[src/rtl/chassis_frame_receiver_assert.svh]
// Assertion macros for the chassis frame receiver.
// Used by the top level only; the including module provides clk_i and rst_ni.
`ifndef CHASSIS_FRAME_RECEIVER_ASSERT_SVH
`define CHASSIS_FRAME_RECEIVER_ASSERT_SVH

// Same-cycle implication, checked outside reset.
`define CFR_ASSERT_NOW(label, ante, cons) \
  label: assert property (@(posedge clk_i) disable iff (!rst_ni) (ante) |-> (cons)) \
    else $error("cfr assertion failed");

// Next-cycle implication, checked outside reset.
`define CFR_ASSERT_NEXT(label, ante, cons) \
  label: assert property (@(posedge clk_i) disable iff (!rst_ni) (ante) |=> (cons)) \
    else $error("cfr assertion failed");

`endif

[src/rtl/cfr_pkg.sv]
// Package for the chassis frame receiver: frame constants, parser states,
// status codes, the result record and the wheel delta function. No dependencies.
`timescale 1ns / 1ps
`default_nettype none

package cfr_pkg;

  // Frame header bytes.
  localparam logic [7:0] HdrFirst  = 8'h55;
  localparam logic [7:0] HdrSecond = 8'hAA;

  // Message type bytes.
  localparam logic [7:0] TypeSpeed   = 8'h01;
  localparam logic [7:0] TypeBattery = 8'h02;
  localparam logic [7:0] TypeCurrent = 8'h07;
  localparam logic [7:0] TypeVoltage = 8'h08;
  localparam logic [7:0] TypeFault   = 8'hFF;

  // Number of payload bytes kept after the type byte, and the position cap.
  localparam int unsigned DataBytes = 4;
  localparam logic [2:0]  PosCap    = 3'd5;

  // Parser phases.
  typedef enum logic [2:0] {
    PH_HUNT    = 3'd0,
    PH_HDR2    = 3'd1,
    PH_LEN     = 3'd2,
    PH_SEQ     = 3'd3,
    PH_PAYLOAD = 3'd4,
    PH_CHECK   = 3'd5
  } cfr_phase_e;

  // Result status codes.
  typedef enum logic [2:0] {
    ST_SPEED   = 3'd0,
    ST_BATTERY = 3'd1,
    ST_CURRENT = 3'd2,
    ST_VOLTAGE = 3'd3,
    ST_FAULT   = 3'd4,
    ST_UNKNOWN = 3'd5,
    ST_CHK_ERR = 3'd6
  } cfr_status_e;

  // One result item.
  typedef struct packed {
    cfr_status_e        status;
    logic [7:0]         frame_seq;
    logic [15:0]        word_first;
    logic [15:0]        word_second;
    logic signed [15:0] left_delta;
    logic signed [15:0] right_delta;
  } cfr_result_t;

  // Step request from the input stage to the parser.
  typedef struct packed {
    logic       step;
    logic [7:0] rx_byte;
  } cfr_step_t;

  // Signed count change with wrap at modulus 65535. A change of at most
  // half the modulus is taken as is, otherwise it is folded toward zero.
  function automatic logic [15:0] wheel_delta(input logic [15:0] old_count,
                                              input logic [15:0] new_count);
    logic [15:0] up;
    logic [15:0] down;
    logic [15:0] res;
    up   = new_count - old_count;
    down = old_count - new_count;
    if (new_count > old_count) begin
      // d - 65535 equals d + 1 modulo 2^16.
      res = up[15] ? (up + 16'd1) : up;
    end else begin
      // 65535 - d is the bitwise complement of d.
      res = down[15] ? ~down : (16'd0 - down);
    end
    return res;
  endfunction

endpackage

`default_nettype wire

[src/rtl/chassis_frame_receiver.sv]
// Channel   | Dir | tdata (low bit up)                                       | tuser
// s_axis    | in  | rx_byte[7:0]                                             | -
// m_axis    | out | frame_seq, word_first, word_second, left_delta, right_delta | status[2:0]
//
// One byte is accepted every cycle while s_axis_tready is high. A byte is held
// in the input register, then the parser steps on it and the check byte's result is
// loaded into the result register.
// Reset clears the parser to header hunting with zero wheel counts.
// A stalled result holds the result register, and the input register then
// holds at most one more byte before s_axis_tready drops.
// Top level of the chassis frame receiver; uses cfr_pkg, cfr_in_reg,
// cfr_parser, cfr_out_reg and the assertion macro header.
`timescale 1ns / 1ps
`default_nettype none

`include "chassis_frame_receiver_assert.svh"

module chassis_frame_receiver (
  input  wire logic        clk_i,
  input  wire logic        rst_ni,
  input  wire logic        s_axis_tvalid,
  output logic             s_axis_tready,
  input  wire logic [7:0]  s_axis_tdata,   // [7:0] rx_byte
  output logic             m_axis_tvalid,
  input  wire logic        m_axis_tready,
  output logic [71:0]      m_axis_tdata,   // [7:0] frame_seq, [23:8] word_first,
                                           // [39:24] word_second, [55:40] left_delta,
                                           // [71:56] right_delta
  output logic [2:0]       m_axis_tuser    // [2:0] status
);
  import cfr_pkg::*;

  cfr_step_t   step;
  logic        can_load;
  logic        res_valid;
  cfr_result_t res_new;
  cfr_result_t res_out;

  // Input register.
  cfr_in_reg u_in_reg (
    .clk_i           (clk_i),
    .rst_ni          (rst_ni),
    .s_axis_tvalid_i (s_axis_tvalid),
    .s_axis_tready_o (s_axis_tready),
    .s_axis_tdata_i  (s_axis_tdata),
    .advance_i       (can_load),
    .step_o          (step)
  );

  // Frame parser.
  cfr_parser u_parser (
    .clk_i       (clk_i),
    .rst_ni      (rst_ni),
    .step_i      (step),
    .res_valid_o (res_valid),
    .res_o       (res_new)
  );

  // Result register.
  cfr_out_reg u_out_reg (
    .clk_i           (clk_i),
    .rst_ni          (rst_ni),
    .load_i          (res_valid),
    .res_i           (res_new),
    .can_load_o      (can_load),
    .m_axis_tvalid_o (m_axis_tvalid),
    .m_axis_tready_i (m_axis_tready),
    .res_o           (res_out)
  );

  // Pack the result onto the output stream.
  assign m_axis_tuser = res_out.status;
  assign m_axis_tdata = {res_out.right_delta, res_out.left_delta, res_out.word_second,
                         res_out.word_first, res_out.frame_seq};

  // Deltas are only reported for speed frames.
  `CFR_ASSERT_NOW(a_delta_speed_only, m_axis_tvalid && (m_axis_tuser != ST_SPEED), m_axis_tdata[71:40] == 32'd0)
  // A checksum error carries no words and no deltas.
  `CFR_ASSERT_NOW(a_chk_err_clear, m_axis_tvalid && (m_axis_tuser == ST_CHK_ERR), m_axis_tdata[71:8] == 64'd0)
  // With the result register stalled, the input side does not take a request
  // in a cycle in which the parser steps on a byte from the input register.
  `CFR_ASSERT_NOW(a_backpressure, m_axis_tvalid && !m_axis_tready && !can_load, !s_axis_tready || !step.step)
  // No result appears without a byte having been processed.
  `CFR_ASSERT_NEXT(a_no_phantom, !step.step && (!m_axis_tvalid || m_axis_tready), !m_axis_tvalid)

endmodule

`default_nettype wire

[src/rtl/cfr_in_reg.sv]
// Input register of the chassis frame receiver: holds one accepted byte.
// Depends on cfr_pkg for the step record.
`timescale 1ns / 1ps
`default_nettype none

module cfr_in_reg (
  input  wire logic             clk_i,
  input  wire logic             rst_ni,
  input  wire logic             s_axis_tvalid_i,
  output logic                  s_axis_tready_o,
  input  wire logic [7:0]       s_axis_tdata_i,   // [7:0] rx_byte
  input  wire logic             advance_i,
  output cfr_pkg::cfr_step_t    step_o
);
  import cfr_pkg::*;

  logic       valid_q, valid_d;
  logic [7:0] byte_q;

  // The register takes a new byte when empty or when its byte moves on.
  assign s_axis_tready_o = !valid_q || advance_i;
  assign valid_d         = s_axis_tready_o ? s_axis_tvalid_i : valid_q;

  always_ff @(posedge clk_i or negedge rst_ni) begin
    if (!rst_ni) begin
      valid_q <= 1'b0;
    end else begin
      valid_q <= valid_d;
    end
  end

  // Payload byte needs no reset.
  always_ff @(posedge clk_i) begin
    if (s_axis_tvalid_i && s_axis_tready_o) begin
      byte_q <= s_axis_tdata_i;
    end
  end

  // The held byte is processed in the cycle it may advance.
  assign step_o.step    = valid_q && advance_i;
  assign step_o.rx_byte = byte_q;

endmodule

`default_nettype wire

[src/rtl/cfr_parser.sv]
// Frame parser of the chassis frame receiver: phase, running XOR, payload
// capture and stored wheel counts; builds a result on the check byte. Uses cfr_pkg.
`timescale 1ns / 1ps
`default_nettype none

module cfr_parser (
  input  wire logic                 clk_i,
  input  wire logic                 rst_ni,
  input  wire cfr_pkg::cfr_step_t   step_i,
  output logic                      res_valid_o,
  output cfr_pkg::cfr_result_t      res_o
);
  import cfr_pkg::*;

  cfr_phase_e  phase_q, phase_d;
  logic [7:0]  xor_q, xor_d;
  logic [7:0]  left_q, left_d;
  logic [7:0]  seq_q, seq_d;
  logic [7:0]  type_q, type_d;
  logic [7:0]  data_q [DataBytes];
  logic [7:0]  data_d [DataBytes];
  logic [15:0] last_l_q, last_l_d;
  logic [15:0] last_r_q, last_r_d;
  logic [2:0]  pos_q, pos_d;

  logic [7:0]  b;
  logic [1:0]  data_idx;
  logic [15:0] w1, w2;
  logic        sum_ok;

  assign b        = step_i.rx_byte;
  assign data_idx = 2'(pos_q - 3'd1);
  assign w1       = {data_q[0], data_q[1]};
  assign w2       = {data_q[2], data_q[3]};
  assign sum_ok   = (b == xor_q);

  // Next state and result for one byte.
  always_comb begin
    phase_d  = phase_q;
    xor_d    = xor_q;
    left_d   = left_q;
    seq_d    = seq_q;
    type_d   = type_q;
    data_d   = data_q;
    last_l_d = last_l_q;
    last_r_d = last_r_q;
    pos_d    = pos_q;

    res_valid_o       = 1'b0;
    res_o.status      = ST_CHK_ERR;
    res_o.frame_seq   = seq_q;
    res_o.word_first  = 16'd0;
    res_o.word_second = 16'd0;
    res_o.left_delta  = 16'sd0;
    res_o.right_delta = 16'sd0;

    // Classification of a frame whose check byte matches.
    if (sum_ok) begin
      res_o.word_first  = w1;
      res_o.word_second = w2;
      unique case (type_q)
        TypeSpeed: begin
          res_o.status      = ST_SPEED;
          res_o.left_delta  = $signed(wheel_delta(last_l_q, w1));
          res_o.right_delta = $signed(wheel_delta(last_r_q, w2));
        end
        TypeBattery: res_o.status = ST_BATTERY;
        TypeCurrent: res_o.status = ST_CURRENT;
        TypeVoltage: res_o.status = ST_VOLTAGE;
        TypeFault:   res_o.status = ST_FAULT;
        default:     res_o.status = ST_UNKNOWN;
      endcase
    end

    if (step_i.step) begin
      unique case (phase_q)
        PH_HUNT: begin
          if (b == HdrFirst) begin
            xor_d   = b;
            phase_d = PH_HDR2;
          end
        end
        PH_HDR2: begin
          if (b == HdrSecond) begin
            xor_d   = xor_q ^ b;
            phase_d = PH_LEN;
          end else begin
            phase_d = PH_HUNT;
          end
        end
        PH_LEN: begin
          left_d  = b;
          xor_d   = xor_q ^ b;
          type_d  = 8'd0;
          pos_d   = 3'd0;
          phase_d = PH_SEQ;
          for (int i = 0; i < DataBytes; i++) begin
            data_d[i] = 8'd0;
          end
        end
        PH_SEQ: begin
          seq_d   = b;
          xor_d   = xor_q ^ b;
          phase_d = (left_q != 8'd0) ? PH_PAYLOAD : PH_CHECK;
        end
        PH_PAYLOAD: begin
          xor_d = xor_q ^ b;
          // First payload byte is the type, the next four are kept.
          if (pos_q == 3'd0) begin
            type_d = b;
          end else if (pos_q <= 3'd4) begin
            data_d[data_idx] = b;
          end
          if (pos_q < PosCap) begin
            pos_d = pos_q + 3'd1;
          end
          left_d = left_q - 8'd1;
          if (left_q == 8'd1) begin
            phase_d = PH_CHECK;
          end
        end
        PH_CHECK: begin
          phase_d     = PH_HUNT;
          res_valid_o = 1'b1;
          if (sum_ok && (type_q == TypeSpeed)) begin
            last_l_d = w1;
            last_r_d = w2;
          end
        end
        default: phase_d = PH_HUNT;
      endcase
    end
  end

  // Parser state registers.
  always_ff @(posedge clk_i or negedge rst_ni) begin
    if (!rst_ni) begin
      phase_q  <= PH_HUNT;
      xor_q    <= 8'd0;
      left_q   <= 8'd0;
      seq_q    <= 8'd0;
      type_q   <= 8'd0;
      last_l_q <= 16'd0;
      last_r_q <= 16'd0;
      pos_q    <= 3'd0;
      for (int i = 0; i < DataBytes; i++) begin
        data_q[i] <= 8'd0;
      end
    end else begin
      phase_q  <= phase_d;
      xor_q    <= xor_d;
      left_q   <= left_d;
      seq_q    <= seq_d;
      type_q   <= type_d;
      last_l_q <= last_l_d;
      last_r_q <= last_r_d;
      pos_q    <= pos_d;
      data_q   <= data_d;
    end
  end

endmodule

`default_nettype wire

[src/rtl/cfr_out_reg.sv]
// Result register of the chassis frame receiver: holds one result until the
// downstream side takes it. Depends on cfr_pkg for the result record.
`timescale 1ns / 1ps
`default_nettype none

module cfr_out_reg (
  input  wire logic                  clk_i,
  input  wire logic                  rst_ni,
  input  wire logic                  load_i,
  input  wire cfr_pkg::cfr_result_t  res_i,
  output logic                       can_load_o,
  output logic                       m_axis_tvalid_o,
  input  wire logic                  m_axis_tready_i,
  output cfr_pkg::cfr_result_t       res_o
);
  import cfr_pkg::*;

  logic        valid_q, valid_d;
  cfr_result_t res_q;

  // Free when empty or when the held result is taken this cycle.
  assign can_load_o = !valid_q || m_axis_tready_i;
  assign valid_d    = can_load_o ? load_i : valid_q;

  always_ff @(posedge clk_i or negedge rst_ni) begin
    if (!rst_ni) begin
      valid_q <= 1'b0;
    end else begin
      valid_q <= valid_d;
    end
  end

  always_ff @(posedge clk_i) begin
    if (can_load_o && load_i) begin
      res_q <= res_i;
    end
  end

  assign m_axis_tvalid_o = valid_q;
  assign res_o           = res_q;

endmodule

`default_nettype wire
[config.mk]
export PLATFORM = sky130hd
export DESIGN_NAME = chassis_frame_receiver
export DESIGN_NICKNAME = d
export VERILOG_FILES = /design/src/rtl/cfr_pkg.sv /design/src/rtl/chassis_frame_receiver.sv /design/src/rtl/cfr_in_reg.sv /design/src/rtl/cfr_parser.sv /design/src/rtl/cfr_out_reg.sv
export VERILOG_INCLUDE_DIRS = /design/src /design/src/rtl
export SDC_FILE = /design/constraint.sdc
export NUM_CORES = 1
export LEC_CHECK = 0
export BUFFER_PORTS_ARGS = -buffer_cell sky130_fd_sc_hd__buf_2
export CAP_MARGIN = 20
export CORE_MARGIN = 1
export CORE_UTILIZATION = 45
export CTS_CLUSTER_DIAMETER = 200
export DETAILED_ROUTE_END_ITERATION = 10
export SLEW_MARGIN = 20
export SYNTH_ARGS = -nofsm -noshare
export SYNTH_HDL_FRONTEND = slang
export SYNTH_SLANG_ARGS = --single-unit
[constraint.sdc]
create_clock -name clk_i -period 5.3 [get_ports clk_i]
set_input_delay 0.795 -clock clk_i [delete_from_list [all_inputs] [get_ports clk_i]]
set_output_delay 0.795 -clock clk_i [all_outputs]
set_load 0.05 [all_outputs]
-- Word level (Yosys, flattened, before mapping)
Index checks and enable logic that the tools add are counted.
- memories: 0
- input port bits: 12
- ROM bits: 0
- register bits after elaboration: 187
- memory bits (writable): 0
- output and inout port bits: 77
- logic and storage cells: 115
- bits in latches: 0
- multipliers: 0
- equal/unequal tests: 21
- bitwise gates (word level): 4
- reduce and logical (&&, ||, !) cells: 24
- multiplexer cells: 28
- add/sub/neg operators: 11
- div/mod/pow operators: 0
- shift operators: 0
- $lt $le $gt $ge: 6
- operators with widths (operator ; count):
    $mux 16 ; 6
    $mux 32 ; 2
    $pmux 32 s2 ; 1
    $sub 16x16->16 ; 4
    $add 16x1->16 const B ; 2
    $bwmux 32 ; 1
    $gt 16x16->1 ; 2
    $mux 8 ; 4
    $not 16->16 ; 2
    $pmux 8 s2 ; 2
    $sub 1x16->16 const A ; 2
    $pmux 3 s5 ; 2
    $pmux 8 s3 ; 1
    $demux 8 s2 ; 1
    $eq 8x1->1 const B ; 2
    $eq 8x8->1 const B ; 2
    $ne 2x1->1 const B ; 6
    $reduce_and 3->1 ; 4
    $mux 3 ; 3
    $eq 8x2->1 const B ; 1
    $eq 8x3->1 const B ; 1
    $eq 8x4->1 const B ; 1
    $eq 8x7->1 const B ; 1
    $eq 8x8->1 ; 1
    26 further kinds ; 40

-- Longest topological paths before layout
- word-level depth: 10
- gate-level depth with buffers: 15
- depth with buffers taken out: 13

-- Modules after synthesis
Synthesis repeated with hierarchy kept, for this count alone.
- cells, all modules: 1319
- area total of the unflattened synthesis: 12395.6 sq um
- by module, submodules not included (module ; area an instance (sq um) ; times used ; seq. area each (sq um) ; cells an instance):
    cfr_parser ; 9789.4 ; 1 ; 2552.4 ; 1227
    cfr_out_reg ; 2306.0 ; 1 ; 2277.2 ; 79
    cfr_in_reg ; 300.3 ; 1 ; 265.3 ; 13

-- Least setup slack after synthesis
No wires, ideal clock.
- path type: register -> register
- start point: register u_parser.last_r_q[0]
- end point: register u_out_reg.res_q (netlist bit u_out_reg.res_o[15]) (data pin)
- data required time: 5.035 ns
- cell stages (with the launch flop): 14
- setup slack: 2.066 ns
- library setup time: 0.265 ns
- arrival time: 2.968 ns
- path buffers: 0
- period minus slack after synthesis: 3.234 ns
- cell sequence: dfrtp_1 -> inv_1 -> ha_1 -> inv_1 -> fa_1 -> a21oi_1 -> o2bb2ai_2 -> o41ai_4 -> xor2_1 -> nand3_2 -> or4_4 -> or3_1 -> nor3_2 -> o32ai_1
- word-level cells in the longest chain between the ends: 4
- elaborated cells between the ends (all ways): 9
- classes of those cells: add/sub: 4; order compare: 1; mux: 3; bitwise: 1
- ends and longest elaborated chain (item ; RTL line ; RTL):
    from (decl) ; cfr_parser.sv:23 ; logic [15:0] last_r_q, last_r_d;
    from (signal assigned) ; cfr_parser.sv:156 ; last_r_q <= last_r_d;
    $sub 16x16->16, on equally long branches ; cfr_pkg.sv:68, cfr_pkg.sv:67 ;
    $sub 1x16->16, or another cell as far along ; cfr_pkg.sv:74 ; res = down[15] ? ~down : (16'd0 - down);
    $mux 16, on equally long branches ; cfr_pkg.sv:74, cfr_pkg.sv:71 ;
    $mux 16 (*) ; cfr_pkg.sv:69 ; if (new_count > old_count) begin
    to (signal assigned) ; cfr_out_reg.sv:35 ; res_q <= res_i;
    to (decl) ; cfr_out_reg.sv:19 ; cfr_result_t res_q;
Every way passes the cells marked *; elsewhere a longest branch is shown, timed or not.
A chain may end at the register's enable or synchronous reset.

-- Final worst setup path
- start point: register u_parser.data_q[18] (netlist bit)
- end point: register u_out_reg.res_q (netlist bit u_out_reg.res_o[27]) (data pin)
- word-level cells in the longest chain between the ends: 4
- elaborated cells between the ends (all ways): 9
- classes of those cells: add/sub: 4; order compare: 1; mux: 3; bitwise: 1
- ends and longest elaborated chain (item ; RTL line ; RTL):
    from (decl) ; cfr_parser.sv:20 ; logic [7:0] data_q [DataBytes];
    from (signal assigned) ; cfr_parser.sv:158 ; data_q <= data_d;
    $sub 16x16->16, on equally long branches ; cfr_pkg.sv:68, cfr_pkg.sv:67 ;
    $sub 1x16->16, or another cell as far along ; cfr_pkg.sv:74 ;
    $mux 16, on equally long branches ; cfr_pkg.sv:74, cfr_pkg.sv:71 ;
    $mux 16 (*) ; cfr_pkg.sv:69 ;
Marked as above.

==> results.txt <==
delay-heaviest family, CP: simple AND/OR/NAND/NOR gates
largest net degree at the start of global routing: 62
TritonRoute pass-1 iters: 10
antenna viol nets, final: 0
initial antenna violation count: 0
TritonCTS clock tree: built
GR Layer Usage met2: 0.3339
clock buffer depth: 2
chip width: 165.9 µm
CTS H-tree lvls: 4
Worst Path Arrival: 3.98 ns
Max Slew Vio Count: 0
clock root buffer: clkbuf_16
# IOs: 89
Post-synth EDFFs: 83
Rel. slew slack: 0.3180
Initial Util: 0.4614
status: complete, but fails checks
Synth top area share: 0.2152
global route overflow: 0
count of state elements after synthesis: 187
Post-CTS Resized: 0
final setup vio count: 0
Synth cell types: 80
RePlAce Congestion: 0.9010
Synth-to-Final Area Change: 9.798%
CP required: 5.48 ns
worst slew pin tran: 1.015 ns
die area: 0.02753 mm²
setup_tns: 0 ns
Tcrit/Tclk final: 0.7169
synth top area cells: dfrtp_1 (22%), edfxtp_1 (21%), ha_1 (7.4%), xnor2_1 (5.2%), o21ai_0 (3.5%)
Hold WC Path Type: in -> async
wire per inst: 18.15 µm
Syn Area/Cell: 9.396 µm²
Detailed Place HPWL: 22.22 mm
antenna cells: 0
CP Buf/Inv Count: 0
Worst Skew: 0.01557 ns
Max-Cap Viols: 0
yosys warns: 0
number of DRC markers in iteration 0: 831
Synth area leader: dfrtp_1
grt met1 use: 0.3442
die span in y: 165.9 µm
I/O Buffers: 88
floorplan core area: 0.02621 mm²
Clock Sinks: 187
Post-synth ARST share: 0.5561
worst path cell trace: ha_1, and3b_1, o21ai_0, and2_1, o21ai_0, xnor2_1, nand3_1, or3_1, xnor2_1, o22ai_1
Worst setup EP type: register
slowest stage delay, CP: 0.75 ns
sequential area share after synthesis: 0.4213
Worst-path clk slew: 0.08 ns
Vias: 9,611
syn_nets: 1,375
final worst slack: 1.500 ns
post-DR vias/cell: 5.734
Syn Std Cell Area: 0.01209 mm²
CP max FO: 14
crit path time final: 3.800 ns
Post-Synthesis Cells: 1,287
Post-CTS Repair Setup Buffers: 0
CTS buffer count: 17
Crit Path Class: reg -> reg
gr busiest metal: met1
non-filler cells, final: 1,676
GR Util met3: 0.03503
row cnt: 59
Top FF cell, synth: dfrtp_1
Remaining DRCs: 5
share of layout cells above drive strength 1: 0.1186
final-report hold violation count: 0
Pwr Density: 243.2 mW/mm²
global-route wire length before repair: 49.82 mm
final net count: 1,416
routed wire length: 30.41 mm
worst vdd ir: 0.1837 mV
DP Worst Slack: 1.511 ns
FMAX: 263.2 MHz
P_leak: 0.005630 µW
RSZ-0062 raised after global routing: false
CTS Hold Bufs: 0
failing checks: DRC
startpoint types: register
Tot GR Track Use: 0.2264
clock latency on the worst-skew pair: 0.44 ns
slowest CP cell: xnor2_1
placed insts: 1,644
vias in the first global route: 9,076
-- area by class of cell --
class | count | area (µm²)
timing repair buffer | 95 | 495.5
fill | 2466 | 12930
tap | 335 | 419.2
inverter | 96 | 361.6
multi-input combinational | 931 | 6350
clock inverter | 12 | 120.1
sequential | 187 | 5095
clock buffer | 20 | 436.7
-- where the power goes --
part           leakage, µW  internal (µW)  switching, µW  total (µW)
clock             0.000274            627            633        1260
combinational      0.00323            112            184         296
sequential         0.00213           1580           96.8        1670
total              0.00563           2320            914        3230
-- through the flow --
step / hold slack [ns] / total power (µW) / area, µm² / util
floorplan: 0.4194 / 1896 / 12090 / -
global placement: 0.4232 / 1991 / 12720 / 0.4853
detailed placement: 0.4291 / 1999 / 12720 / 0.4853
CTS: 0.4483 / 3246 / 13270 / 0.5065
global route: 0.4569 / 3368 / 13280 / 0.5067
finish: 0.4311 / 3230 / 13280 / 0.5067
-- cell usage after synthesis, types with 4 or more instances --
cell type  number
dfrtp_1       104
inv_1          96
nand2_1        94
o21ai_0        84
edfxtp_1       83
a21oi_1        73
nor2_1         73
ha_1           72
xnor2_1        72
nor3_1         60
clkbuf_1       54
xor2_1         41
nand3_1        39
a22o_1         32
o22ai_1        25
a21o_1         21
nand4_1        19
and3_1         14
buf_2          14
a211oi_1       13
nand2b_1       13
nor4_1         13
and2_1         11
o21ai_1        10
or3_1          10
and4_1          8
mux2_2          8
mux2i_1         8
a31oi_1         7
o21a_1          7
nand3b_1        6
nor4bb_1        5
o2111ai_1       5
o21bai_1        5
or2_2           5
a21boi_0        4
a221oi_1        4
a22oi_1         4
buf_1           4
fa_1            4
nor3b_1         4
o31ai_1         4
-- logic make-up (layout without fill, tap and decap cells) --
family	after synthesis	after routing	synth area share
and+or+nand+nor	395	395	0.1683
AOI/OAI and AO/OA	330	330	0.1774
DFF	187	187	0.4213
buffers and inverters	169	223	0.05453
xor gates and xnor gates	114	114	0.08319
adders and majority gates	76	76	0.08112
muxes	16	16	0.01407
-- path summary, 6_finish.rpt --
kind,startpoint,endpoint,slack [ns],cells after the start
max in group asynchronous,rst_ni,u_parser.left_q[7]$_DFFE_PN0P_,3.72,2
min,rst_ni,u_parser.seq_q[6]$_DFFE_PN0P_,0.43,1
max reg2reg,u_parser.data_q[18]$_DFFE_PN0P_,u_out_reg.res_o[27]$_SDFFCE_PN0P_,1.50,10
min reg2reg,u_parser.seq_q[4]$_DFFE_PN0P_,u_out_reg.res_o[68]$_DFFE_PP_,0.45,0
max,u_parser.data_q[18]$_DFFE_PN0P_,u_out_reg.res_o[27]$_SDFFCE_PN0P_,1.50,10
min in group clk_i,u_parser.seq_q[4]$_DFFE_PN0P_,u_out_reg.res_o[68]$_DFFE_PP_,0.45,0
-- sequential cells by signal (all words and copies together) (netlist names) --
signal,cells
u_in_reg.valid_q,1
u_parser.data_q,32
u_parser.phase_q,3
u_parser.last_l_q,16
u_parser.left_q,8
u_parser.pos_q,3
u_out_reg.m_axis_tvalid_o,1
u_parser.xor_q,8
u_parser.seq_q,8
u_out_reg.res_o,75
u_in_reg.byte_q,8
u_parser.type_q,8
u_parser.last_r_q,16
-- worst reg2reg max path, stage by stage (launching register included) --
cell and delay, ns:
dfrtp_1 0.43, ha_1 0.48, and3b_1 0.29, o21ai_0 0.27
and2_1 0.24, o21ai_0 0.12, xnor2_1 0.75, nand3_1 0.30
or3_1 0.40, xnor2_1 0.17, o22ai_1 0.09
-- cells in the final DEF (no fill, tap or decap), types with 21 or more instances in the layout --
cell / instances
o22ai_1: 25
o21ai_0: 84
xnor2_1: 72
xor2_1: 41
ha_1: 72
a21oi_1: 72
buf_2: 87
nand2_1: 94
nand3_1: 39
edfxtp_1: 83
dfrtp_1: 104
inv_1: 95
a21o_1: 21
nor3_1: 60
nor2_1: 72
a22o_1: 32
-- routing by layer --
layer	part of all wire	up-vias
met2	0.42	231
met1	0.52	4618
li1	-	4716
met3	0.045	46
met4	0.017	0
met5	0	-
(Power assumes the default switching activity.)
